## src/hdl/lrf_pkg.sv

```systemverilog
// Shared types and constants of the line receive FIFO.
package lrf_pkg;

  // Default number of byte slots; one slot always stays free
  localparam int unsigned Depth = 32;

  // Most results one line read may give: kept bytes plus the final beat
  localparam int unsigned MaxResults = 32;
  localparam int unsigned KeptW      = $clog2(MaxResults);

  // Reset value of the line capacity register
  localparam logic [7:0] CapReset = 8'd64;

  // Characters the line reader looks for
  localparam logic [7:0] ChLf = 8'h0A;
  localparam logic [7:0] ChCr = 8'h0D;

  // Operation codes of the kind field
  localparam logic [1:0] KindPush = 2'd0;
  localparam logic [1:0] KindPop  = 2'd1;
  localparam logic [1:0] KindLine = 2'd2;

  // Status codes of a result
  localparam logic [1:0] StatOk    = 2'd0;
  localparam logic [1:0] StatFull  = 2'd1;
  localparam logic [1:0] StatEmpty = 2'd2;

  // Input beat
  typedef struct packed {
    logic [1:0] kind;
    logic [7:0] byte_in;
  } lrf_in_t;

  // Result beat
  typedef struct packed {
    logic [1:0] status;
    logic [7:0] data_byte;
    logic [7:0] line_length;
    logic       line_ready;
    logic       last;
  } lrf_out_t;

  // Sequencer states
  typedef enum logic [3:0] {
    ST_IDLE  = 4'b0001,
    ST_FETCH = 4'b0010,
    ST_EXAM  = 4'b0100,
    ST_FINAL = 4'b1000
  } lrf_state_e;

endpackage

```

## src/hdl/line_receive_fifo.sv

```systemverilog
// Byte receive FIFO with a registered-read store and a line-reading sequencer.
//
// Usage:
//   An operation is taken at a clock edge where start_i is high and busy_o is
//   low; req_i.kind picks push, pop or line read, req_i.byte_in is the pushed
//   byte. Each result beat sits on rsp_o for exactly one cycle, flagged by
//   done_o; the receiver cannot stall, so it must take every beat. The last
//   beat of an operation has rsp_o.last set.
//   Push, an empty pop, a line read of an empty FIFO and the unused code each
//   give their result the cycle after acceptance, and busy_o never rises, so
//   a new operation may follow in the next cycle.
//   A pop of a stored byte runs in steps: the accepting cycle addresses the
//   store, ST_FETCH registers its read data, ST_EXAM examines and answers.
//   A line read of a non-empty FIFO pops each byte through ST_FETCH and
//   ST_EXAM (the store read is registered), and ends in ST_FINAL for the
//   final beat when the FIFO runs dry before a newline. busy_o is high from
//   the cycle after acceptance to the end of the read.
//   cfg_we_i writes the line capacity from cfg_wdata_i; write it only while
//   the block is idle.
//   Reset empties the FIFO, clears the newline count and sets the capacity to
//   64. The store itself is not cleared; only written slots are ever read.
module line_receive_fifo #(
  parameter int unsigned DEPTH = lrf_pkg::Depth
) (
  input  logic             clk_i,
  input  logic             rst_ni,
  input  logic             start_i,
  input  lrf_pkg::lrf_in_t req_i,
  output logic             busy_o,
  output logic             done_o,
  output lrf_pkg::lrf_out_t rsp_o,
  input  logic             cfg_we_i,
  input  logic [7:0]       cfg_wdata_i
);

  localparam int unsigned PtrW = (DEPTH > 1) ? $clog2(DEPTH) : 1;
  localparam int unsigned KW   = lrf_pkg::KeptW;
  localparam logic [PtrW-1:0] PtrLast = PtrW'(DEPTH - 1);
  localparam logic [KW-1:0]   KeptMax = KW'(lrf_pkg::MaxResults - 1);

  // Byte store, written at the write pointer and read at the read pointer
  logic [7:0] store_q [DEPTH];
  logic [7:0] rd_q;

  lrf_pkg::lrf_state_e state_q, state_d;
  logic [PtrW-1:0] wp_q, wp_d, rp_q, rp_d;
  logic [PtrW-1:0] cnt_q, cnt_d;
  logic [7:0]      cap_q;
  logic [KW-1:0]   lim_q, lim_d, kept_q, kept_d;
  logic            is_line_q, is_line_d;
  logic            done_q, done_d;
  lrf_pkg::lrf_out_t rsp_q, rsp_d;

  logic            accept;
  logic            wr_en;
  logic [PtrW-1:0] wp_nx, rp_nx;
  logic            full, empty;
  logic            push_lf;
  logic [PtrW-1:0] cnt_pop;
  logic [7:0]      cap_m1;

  assign accept  = start_i && (state_q == lrf_pkg::ST_IDLE);
  assign wp_nx   = (wp_q == PtrLast) ? '0 : wp_q + 1'b1;
  assign rp_nx   = (rp_q == PtrLast) ? '0 : rp_q + 1'b1;
  assign full    = (wp_nx == rp_q);
  assign empty   = (wp_q == rp_q);
  assign push_lf = (req_i.byte_in == lrf_pkg::ChLf);
  assign cap_m1  = cap_q - 8'd1;
  // Count after popping the registered byte
  assign cnt_pop = ((rd_q == lrf_pkg::ChLf) && (cnt_q != '0)) ? cnt_q - 1'b1 : cnt_q;

  // Sequencer
  always_comb begin
    state_d   = state_q;
    wp_d      = wp_q;
    rp_d      = rp_q;
    cnt_d     = cnt_q;
    lim_d     = lim_q;
    kept_d    = kept_q;
    is_line_d = is_line_q;
    wr_en     = 1'b0;
    done_d    = 1'b0;
    rsp_d     = '0;
    rsp_d.status = lrf_pkg::StatOk;

    unique case (state_q)
      lrf_pkg::ST_IDLE: begin
        if (accept) begin
          rsp_d.last       = 1'b1;
          rsp_d.line_ready = (cnt_q != '0);
          // Clamp the kept limit to capacity minus one and to the result bound
          if (cap_q == 8'd0) begin
            lim_d = '0;
          end else if (cap_m1 > 8'(KeptMax)) begin
            lim_d = KeptMax;
          end else begin
            lim_d = cap_m1[KW-1:0];
          end
          kept_d = '0;
          case (req_i.kind)
            lrf_pkg::KindPush: begin
              done_d = 1'b1;
              if (full) begin
                rsp_d.status = lrf_pkg::StatFull;
              end else begin
                wr_en = 1'b1;
                wp_d  = wp_nx;
                if (push_lf) begin
                  cnt_d = cnt_q + 1'b1;
                end
                rsp_d.line_ready = push_lf || (cnt_q != '0);
              end
            end
            lrf_pkg::KindPop,
            lrf_pkg::KindLine: begin
              is_line_d = (req_i.kind == lrf_pkg::KindLine);
              if (empty) begin
                done_d = 1'b1;
                if (req_i.kind == lrf_pkg::KindPop) begin
                  rsp_d.status = lrf_pkg::StatEmpty;
                end
              end else begin
                state_d = lrf_pkg::ST_FETCH;
              end
            end
            default: begin
              done_d = 1'b1;
            end
          endcase
        end
      end

      lrf_pkg::ST_FETCH: begin
        state_d = lrf_pkg::ST_EXAM;
      end

      lrf_pkg::ST_EXAM: begin
        // Pop the registered byte
        rp_d  = rp_nx;
        cnt_d = cnt_pop;
        if (!is_line_q) begin
          done_d           = 1'b1;
          rsp_d.data_byte  = rd_q;
          rsp_d.line_ready = (cnt_pop != '0);
          rsp_d.last       = 1'b1;
          state_d          = lrf_pkg::ST_IDLE;
        end else if (rd_q == lrf_pkg::ChLf) begin
          done_d            = 1'b1;
          rsp_d.line_length = 8'(kept_q);
          rsp_d.line_ready  = (cnt_pop != '0);
          rsp_d.last        = 1'b1;
          state_d           = lrf_pkg::ST_IDLE;
        end else begin
          // No newline yet: a stored newline survives this read only if two were held
          if ((rd_q != lrf_pkg::ChCr) && (kept_q < lim_q)) begin
            done_d           = 1'b1;
            rsp_d.data_byte  = rd_q;
            rsp_d.line_ready = (cnt_q > PtrW'(1));
            kept_d           = kept_q + 1'b1;
          end
          state_d = (rp_nx == wp_q) ? lrf_pkg::ST_FINAL : lrf_pkg::ST_FETCH;
        end
      end

      lrf_pkg::ST_FINAL: begin
        done_d            = 1'b1;
        rsp_d.line_length = 8'(kept_q);
        rsp_d.line_ready  = (cnt_q != '0);
        rsp_d.last        = 1'b1;
        state_d           = lrf_pkg::ST_IDLE;
      end

      default: begin
        state_d = lrf_pkg::ST_IDLE;
      end
    endcase
  end

  // Control registers
  always_ff @(posedge clk_i or negedge rst_ni) begin
    if (!rst_ni) begin
      state_q   <= lrf_pkg::ST_IDLE;
      wp_q      <= '0;
      rp_q      <= '0;
      cnt_q     <= '0;
      cap_q     <= lrf_pkg::CapReset;
      lim_q     <= '0;
      kept_q    <= '0;
      is_line_q <= 1'b0;
      done_q    <= 1'b0;
    end else begin
      state_q   <= state_d;
      wp_q      <= wp_d;
      rp_q      <= rp_d;
      cnt_q     <= cnt_d;
      lim_q     <= lim_d;
      kept_q    <= kept_d;
      is_line_q <= is_line_d;
      done_q    <= done_d;
      if (cfg_we_i) begin
        cap_q <= cfg_wdata_i;
      end
    end
  end

  // Result beat register
  always_ff @(posedge clk_i) begin
    rsp_q <= rsp_d;
  end

  // Store write and registered read at the read pointer
  always_ff @(posedge clk_i) begin
    if (wr_en) begin
      store_q[wp_q] <= req_i.byte_in;
    end
    rd_q <= store_q[rp_q];
  end

  assign busy_o = (state_q != lrf_pkg::ST_IDLE);
  assign done_o = done_q;
  assign rsp_o  = rsp_q;

`ifndef SYNTH
  logic [PtrW:0] occ;
  assign occ = (wp_q >= rp_q) ? {1'b0, wp_q} - {1'b0, rp_q}
                              : {1'b0, wp_q} + (PtrW+1)'(DEPTH) - {1'b0, rp_q};

  a_cnt_le_occ: assert property (@(posedge clk_i) disable iff (!rst_ni)
    {1'b0, cnt_q} <= occ)
    else $error("newline count exceeds FIFO occupancy");

  a_kept_bound: assert property (@(posedge clk_i) disable iff (!rst_ni)
    kept_q <= lim_q || state_q == lrf_pkg::ST_IDLE)
    else $error("line read kept more bytes than its limit");

  a_last_idle: assert property (@(posedge clk_i) disable iff (!rst_ni)
    done_o && rsp_o.last |-> !busy_o)
    else $error("final beat shown while sequencer still busy");

  a_empty_pop: assert property (@(posedge clk_i) disable iff (!rst_ni)
    accept && req_i.kind == lrf_pkg::KindPop && empty
    |=> done_o && rsp_o.status == lrf_pkg::StatEmpty && rsp_o.last)
    else $error("empty pop did not report empty");

  a_len_on_last: assert property (@(posedge clk_i) disable iff (!rst_ni)
    done_o && rsp_o.line_length != 8'd0 |-> rsp_o.last && rsp_o.data_byte == 8'd0)
    else $error("line length on a non-final beat");
`endif

endmodule
```

## config.mk

```make
export PLATFORM = sky130hd
export DESIGN_NAME = line_receive_fifo
export DESIGN_NICKNAME = d
export VERILOG_FILES = /design/src/hdl/lrf_pkg.sv /design/src/hdl/line_receive_fifo.sv
export SDC_FILE = /design/constraint.sdc
export NUM_CORES = 1
export LEC_CHECK = 0
export BUFFER_PORTS_ARGS = -buffer_cell sky130_fd_sc_hd__buf_2
export CORE_ASPECT_RATIO = 0.8
export CORE_MARGIN = 2
export CORE_UTILIZATION = 40
export DETAILED_ROUTE_END_ITERATION = 6
export GPL_TIMING_DRIVEN = 0
export HOLD_SLACK_MARGIN = 0.02
export PLACE_DENSITY = 0.65
export SLEW_MARGIN = 20
export SYNTH_ARGS = -nofsm -noshare
export SYNTH_HDL_FRONTEND = slang
export SYNTH_SLANG_ARGS = --single-unit
```

## constraint.sdc

```tcl
create_clock -name clk_i -period 3 [get_ports clk_i]
set_input_delay 0.6 -clock clk_i [delete_from_list [all_inputs] [get_ports clk_i]]
set_output_delay 0.6 -clock clk_i [all_outputs]
set_load 0.02 [all_outputs]
```

==> results of run 1 <==
-- state kept, by name, indices dropped and copies added (netlist names) --
register and cells:
lim_q 5, state_q 4, store_q 256, kept_q 5, cap_q 8, rp_q 5, rsp_o 17, rd_q 8
is_line_q 1, wp_q 5, done_o 1, cnt_q 5
-- cells by family (layout without fill, tap and decap cells) --
family | Yosys count | count (layout) | synth area share
buffers and inverters | 56 | 151 | 0.0205
muxes | 100 | 100 | 0.153
AOI/OAI and AO/OA | 59 | 59 | 0.0303
xor gates and xnor gates | 28 | 28 | 0.0184
and+or+nand+nor | 164 | 164 | 0.0684
adders and majority gates | 23 | 23 | 0.0216
other | 1 | 3 | 0.000281
DFF | 320 | 320 | 0.687
-- cell usage after synthesis, types with 3 or more instances --
cell type                   instances  area share
sky130_fd_sc_hd__edfxtp_1         256        0.58
sky130_fd_sc_hd__mux4_2            75        0.13
sky130_fd_sc_hd__dfrtp_1           37       0.069
sky130_fd_sc_hd__and3_1            35       0.016
sky130_fd_sc_hd__nand2_1           35      0.0099
sky130_fd_sc_hd__dfxtp_1           25       0.038
sky130_fd_sc_hd__nor2_1            24      0.0068
sky130_fd_sc_hd__ha_1              23       0.022
sky130_fd_sc_hd__xnor2_1           20       0.013
sky130_fd_sc_hd__mux2_2            17       0.014
sky130_fd_sc_hd__and2_1            16      0.0075
sky130_fd_sc_hd__clkbuf_1          16      0.0045
sky130_fd_sc_hd__inv_1             16      0.0045
sky130_fd_sc_hd__nor3_1            14      0.0053
sky130_fd_sc_hd__o21ai_0           13      0.0049
sky130_fd_sc_hd__a21oi_1           10      0.0038
sky130_fd_sc_hd__buf_2              9      0.0034
sky130_fd_sc_hd__xor2_1             8      0.0053
sky130_fd_sc_hd__buf_1              7      0.0020
sky130_fd_sc_hd__nand3_1            6      0.0023
sky130_fd_sc_hd__a22o_1             5      0.0033
sky130_fd_sc_hd__a31oi_1            5      0.0023
sky130_fd_sc_hd__mux4_1             5      0.0099
sky130_fd_sc_hd__nor2b_1            5      0.0023
sky130_fd_sc_hd__nor4_1             5      0.0023
sky130_fd_sc_hd__buf_4              4      0.0023
sky130_fd_sc_hd__nand2b_1           4      0.0019
sky130_fd_sc_hd__nor4b_1            4      0.0026
sky130_fd_sc_hd__a211oi_1           3      0.0017
sky130_fd_sc_hd__mux2i_1            3      0.0023
sky130_fd_sc_hd__nor3b_1            3      0.0017
sky130_fd_sc_hd__o21ai_1            3      0.0011
sky130_fd_sc_hd__o22ai_1            3      0.0014
sky130_fd_sc_hd__o2bb2ai_1          3      0.0020
-- per-layer routing --
metal | wire length, um | track usage | up-vias
met3 | 2210 | 0.0371 | 36
met1 | 13800 | 0.267 | 3619
met2 | 12000 | 0.231 | 222
met4 | 486 | 0.0335 | 0
met5 | 0 | 0 | -
li1 | - | - | 3123
-- cell type report --
class | count | area [um^2]
well taps | 427 | 534
clock inverters | 19 | 184
plain buffers | 39 | 218
fillers | 2750 | 17400
clock buffers | 37 | 861
flip-flops and latches | 320 | 9170
inverters | 16 | 60.1
multi-input cells | 377 | 4090
repair buffers | 40 | 203
-- per-stage QoR --
step	std cells	total power, mW	util	area, um^2	hold slack [ns]
final	1275	12.6	0.469	15300	0.175
after global routing	1275	13.1	0.469	15300	0.250
after CTS	1274	12.6	0.464	15200	0.191
after detailed placement	1219	8.60	0.430	14100	0.488
after global placement	1219	8.58	0.430	14100	0.493
after floorplan	753	7.55	-	13300	0.304
-- critical path, stage by stage, from the launching register on --
cell                       delay [ns]
sky130_fd_sc_hd__dfrtp_1         0.34
sky130_fd_sc_hd__clkbuf_1        0.26
sky130_fd_sc_hd__buf_2           0.34
sky130_fd_sc_hd__buf_1           0.52
sky130_fd_sc_hd__mux4_2          0.49
sky130_fd_sc_hd__mux4_2          0.55
sky130_fd_sc_hd__mux2_2          0.29
-- repair_timing --
action                     CTS  global route
setup buffers                0             1
pin swaps                    0             2
gates resized for setup     42            38
setup endpoints to repair  262           257
gates cloned                 0             0
-- how the worst max path moves through the flow --
stage / from / endpoint / slack, ns
2_1_floorplan: wp_q[2] / store_q[25][0] / 0.23
4_1_cts: wp_q[0] / store_q[31][5] / 0.03
3_3_place_gp: wp_q[2] / store_q[27][4] / -0.47
5_1_grt: wp_q[3] / store_q[26][0] / -0.007
3_5_place_dp: wp_q[2] / store_q[27][4] / -0.49
6_report: rp_q[1] / rd_q[5] / 0.09
-- power groups by stage --
stage | Combinational, mW | Sequential (mW) | Clock [mW]
2_1_floorplan | 2.27 | 5.28 | 0
3_3_place_gp | 3.27 | 5.31 | 0
4_1_cts | 3.32 | 5.23 | 4.01
5_1_grt | 3.64 | 5.27 | 4.18
3_5_place_dp | 3.29 | 5.31 | 0
6_report | 3.39 | 5.23 | 3.93
==> results.txt, run 1 <==
----------------------------------------------------
[Timing]
  Worst setup skew after layout ... 0.0101 ns
  Number of hold violations in the final report ... 0
  Final Critical Period ... 2.91 ns
  Final Worst Setup Slack ... 0.0861 ns
  Peak Freq ... 343 MHz
  Finish-stage setup viols ... 0
  Period utilisation layout ... 0.971
  Pin slew with the least headroom to its limit ... 0.940 ns
  Setup tns final ... 0 ns
  Worst max-slew margin expressed relative to the limit ... 0.374
  Count of pins over their slew limit ... 0

[Clock network]
  Maximum clock insertion buffer count ... 3
  Clock latency of the later-clocked register in the worst-skew pair ... 0.56 ns
  Sinks on Clock Net ... 320
  H-tree depth ... 1
  CTS tree ... done
  CTS root buf ... sky130_fd_sc_hd__clkbuf_16
  Clock transition at the registers of the reported paths ... 0.06 ns
  Number of hold buffers added after CTS ... 0
  Inserted Clock Buffers ... 31

[Layout]
  Net count, final ... 870
  Antenna diode count ... 0
  Proportion of layout cells with a drive suffix above 1 ... 0.298
  Synthesis-to-layout area growth ... 14.9%
  Most common library cell in the layout ignoring fill and taps ... sky130_fd_sc_hd__edfxtp_1
  Most used cells in the layout excluding fill and tap cells ... sky130_fd_sc_hd__edfxtp_1, sky130_fd_sc_hd__mux4_2, sky130_fd_sc_hd__buf_2

[Placement]
  Worst slack at placement ... -0.490 ns
  Port bufs ... 39
  GPL Wtd Cong ... roughly 0.82
  Detail Placement HPWL ... between 15 and 20 mm

[Worst setup path]
  Reg2Reg Launch Point ... rp_q[1]
  Startpoint kind of the worst setup timing path ... register
  FF-to-FF setup slack ... 0.09 ns
  Worst path required time ... 3.45 ns
  Critical R2R Capture ... rd_q[5]
  Depth of the most critical reg-to-reg path ... 6
  Crit. End Element ... register
  Type of the worst setup path ... reg -> reg
  Largest fanout of any net on the critical path ... 10
  Crit path arrival time ... between 3 and 4 ns

[Power]
  Power spent charging and discharging nets ... 3.70 mW
  Power density normalized to cell area ... 820 nW/um^2
  Proportion of power drawn by the clock network ... 0.313
  Cell internal pwr ... 8.87 mW
  Switching part of the total power ... 0.294
  Cell leakage power ... 5.23 nW
  Combinational cell fraction of total power ... 0.270
  Flop pwr share ... 0.417
  VDD IR-drop max ... 0.494 mV

[Detailed routing]
  Initial DRT Pass Iterations ... 5
  Number of DRC markers in iteration 0 ... 678
  Routed length per placed instance ... between 20 and 25 um
  Residual DRC ... 0
  Vias after detailed routing ... 7,000
  Total wire length after detailed routing ... 28.5 mm
  Via-per-instance ratio ... 5.49
  Post-route antenna net violation count ... 0

[Global route]
  Vias in the first global route ... 6,766
  Final global-route overflow total ... 0
  Antenna violations before repair ... 0
  Global-route wire length before repair ... 43.3 mm
  All-layer global routing usage ... 0.166
  Pin count of the biggest net entering global routing ... 40

[Yosys]
  Main synth FF type ... sky130_fd_sc_hd__edfxtp_1
  Number of flip-flops and latches in the synthesized netlist ... 320
  EDFF count, synth ... 256
  Share of synthesized registers carrying an async set or reset ... 0.122
  Distinct cells, synth ... just over 60
  Mean cell area of the mapped netlist ... approximately 18 um^2
  Post-Syn Area ... 13,300 um^2
  Number of warning messages in the yosys log ... 0
  Share of the yosys chip area belonging to registers ... 0.687
  Cell count after synthesis ... roughly 750

[Floorplanning]
  Die extent in y ... ~170 um
  Core area ... 32,700 um^2
  Total Die Area ... around 35,000 um^2
  FP Rows ... 59
  I/O pin count ... 44
  Initial Utilization ... 0.408
  Width of the chip ... about 210 um

[Hold path]
  Worst min path class ... in -> async

[Status]
  Status ... completed

[Job]
  Max Cap Viol ... 0

----------------------------------------------------
Note: power is estimated with default switching activity, not from simulation.
==> inputs of run 2 (changes only) <==
--- a/config.mk
+++ b/config.mk
@@ -8,11 +8,11 @@
 export BUFFER_PORTS_ARGS = -buffer_cell sky130_fd_sc_hd__buf_2
 export CORE_ASPECT_RATIO = 0.8
 export CORE_MARGIN = 2
-export CORE_UTILIZATION = 40
+export CORE_UTILIZATION = 56
 export DETAILED_ROUTE_END_ITERATION = 6
 export GPL_TIMING_DRIVEN = 0
 export HOLD_SLACK_MARGIN = 0.02
-export PLACE_DENSITY = 0.65
+export PLACE_DENSITY = 0.84
 export SLEW_MARGIN = 20
 export SYNTH_ARGS = -nofsm -noshare
 export SYNTH_HDL_FRONTEND = slang
==> results.txt, run 2 (synthesized netlist as in run 1, its figures left out) <==
----------------------------------------------------
[Status]
  Status ... completed

[Power]
  Cell internal pwr ... 8.49 mW
  Flop pwr share ... 0.430
  Power spent charging and discharging nets ... around 3.7 mW
  Combinational cell fraction of total power ... 0.282
  Switching part of the total power ... 0.302
  VDD IR-drop max ... 0.514 mV
  Power density normalized to cell area ... roughly 810 nW/um^2
  Tot Pwr ... 12.2 mW
  Proportion of power drawn by the clock network ... 0.287
  Cell leakage power ... slightly above 5 nW

[Layout]
  Antenna diode count ... 0
  Proportion of layout cells with a drive suffix above 1 ... 0.287
  Most common library cell in the layout ignoring fill and taps ... sky130_fd_sc_hd__edfxtp_1
  Most used cells in the layout excluding fill and tap cells ... sky130_fd_sc_hd__edfxtp_1, sky130_fd_sc_hd__mux4_2, sky130_fd_sc_hd__buf_2
  Synthesis-to-layout area growth ... 12.3%
  Final core area utilization ... 0.640
  Net count, final ... between 800 and 900
  Most flop-heavy register ... store_q
  Final design instance area without fill ... around 15,000 um^2
  Flip-flop count of the largest register after layout ... 256
  Fillcell total ... 1,571
  Final non-filler cell total ... 1,156

[Timing]
  Worst setup skew after layout ... 0.0133 ns
  Number of hold violations in the final report ... 0
  Worst max-slew margin expressed relative to the limit ... 0.366
  Unrepaired setup endpoints after global routing ... true
  Period utilisation layout ... 0.985
  Pin slew with the least headroom to its limit ... about 0.95 ns
  Finish-stage setup viols ... 0
  Peak Freq ... 339 MHz
  Final Worst Setup Slack ... 0.0459 ns
  Final Critical Period ... ~3.0 ns
  Count of pins over their slew limit ... 0

[Floorplanning]
  FP Rows ... 50
  Initial Utilization ... 0.570
  I/O pin count ... 44
  Die extent in y ... 142 um
  Total Die Area ... approximately 25,000 um^2
  Core area ... 23,400 um^2
  Width of the chip ... approximately 180 um

[Placement]
  Port bufs ... 39
  Dpl cells ... roughly 1,100
  Worst slack at placement ... -0.562 ns
  Placed inst area ... roughly 14,000 um^2
  GPL Wtd Cong ... about 0.89
  Detail Placement HPWL ... 18.6 mm

[Worst setup path]
  Startpoint kind of the worst setup timing path ... register
  FF-to-FF setup slack ... 0.05 ns
  Crit. End Element ... register
  Worst path required time ... ~3.2 ns
  Crit path arrival time ... about 3.2 ns
  Depth of the most critical reg-to-reg path ... 9
  Type of the worst setup path ... reg -> reg
  Largest fanout of any net on the critical path ... 10

[Detailed routing]
  Total wire length after detailed routing ... roughly 30 mm
  Routed length per placed instance ... 25.9 um
  Initial DRT Pass Iterations ... 5
  Number of DRC markers in iteration 0 ... 760
  Residual DRC ... 0
  Via-per-instance ratio ... 6.34
  Post-route antenna net violation count ... 0
  Vias after detailed routing ... between 7,000 and 8,000

[Global route]
  Pin count of the biggest net entering global routing ... 40
  Final global-route overflow total ... 0
  Top Usage Layer GRT ... met2
  Global routing met3 resource utilization ... 0.0785
  Met2 Track Usage GR ... 0.366
  Met1 global-route usage ... 0.346
  Global-route wire length before repair ... 44.7 mm
  All-layer global routing usage ... 0.244
  Antenna violations before repair ... 1
  Vias in the first global route ... 7,185

[Clock network]
  Sinks on Clock Net ... 320
  Clock latency of the later-clocked register in the worst-skew pair ... 0.55 ns
  Clock transition at the registers of the reported paths ... 0.07 ns
  H-tree depth ... 1
  Inserted Clock Buffers ... 28
  Maximum clock insertion buffer count ... 3
  CTS tree ... done
  CTS root buf ... sky130_fd_sc_hd__clkbuf_16
  Number of hold buffers added after CTS ... 0

[Job]
  Max Cap Viol ... 0

[Hold path]
  Worst min path class ... in -> async

----------------------------------------------------
-- run 2: cell types whose count changed in the layout (fill, tap and decap cells not counted), sizes merged --
cell      before  now
buf           64   61
clkinv        12   15
clkinvlp       3    1
bufinv         3    2
inv           17   16
-- run 2: through the flow --
step	TNS [ns]	hold WS (ns)
3_3_place_gp	-104.32	0.466
4_1_cts	0	0.213
6_report	0	0.187
5_1_grt	-0.940	0.268
3_5_place_dp	-124.68	0.474
2_1_floorplan	0	0.304
-- run 2: per-layer routing --
metal,vias to the layer above,part of all wire
met5,-,0.00053
met4,2,0.027
met3,68,0.12
met2,433,0.46
met1,3716,0.40
li1,3111,-
-- run 2: path summary, 6_finish.rpt --
kind	startpoint	to
max	wp_q[1]	store_q[9][3]
min	rst_ni	cap_q[3]
max reg2reg	wp_q[1]	store_q[9][3]
min reg2reg	rd_q[2]	rsp_o[12]
max in group asynchronous	rst_ni	wp_q[0]
min in group clk_i	cfg_wdata_i[0]	cap_q[0]
-- run 2: area by class of cell --
class	instances	area, um^2	area share
flip-flops and latches	320	9170	0.612
clock buffers	34	744	0.0497
plain buffers	39	219	0.0146
repair buffers	40	203	0.0135
well taps	312	390	0.0261
clock inverters	18	133	0.00885
multi-input cells	377	4060	0.271
inverters	16	60.1	0.00401
-- run 2: what timing repair did --
item | CTS | global route
pin swaps | 0 | 2
setup endpoints to repair | 261 | 264
setup buffers | 0 | 1
resized for setup | 42 | 28
-- run 2: critical path, stage by stage (launching register included) --
cell and delay, ns:
sky130_fd_sc_hd__dfrtp_2 0.49, sky130_fd_sc_hd__ha_4 0.25, sky130_fd_sc_hd__and3_1 0.22, sky130_fd_sc_hd__ha_2 0.27, sky130_fd_sc_hd__nor2b_1 0.06, sky130_fd_sc_hd__mux2i_1 0.22
sky130_fd_sc_hd__xor2_2 0.17, sky130_fd_sc_hd__a21oi_2 0.24, sky130_fd_sc_hd__clkbuf_2 0.31, sky130_fd_sc_hd__and3_2 0.38
-- run 2: power by group through the flow --
stage                     clock [mW]  combinational, mW  sequential, mW
final                           3.50               3.44            5.24
after global routing            3.68               3.63            5.26
after CTS                       3.52               3.32            5.23
after detailed placement           0               3.24            5.31
after global placement             0               3.19            5.30
after floorplan                    0               2.27            5.28
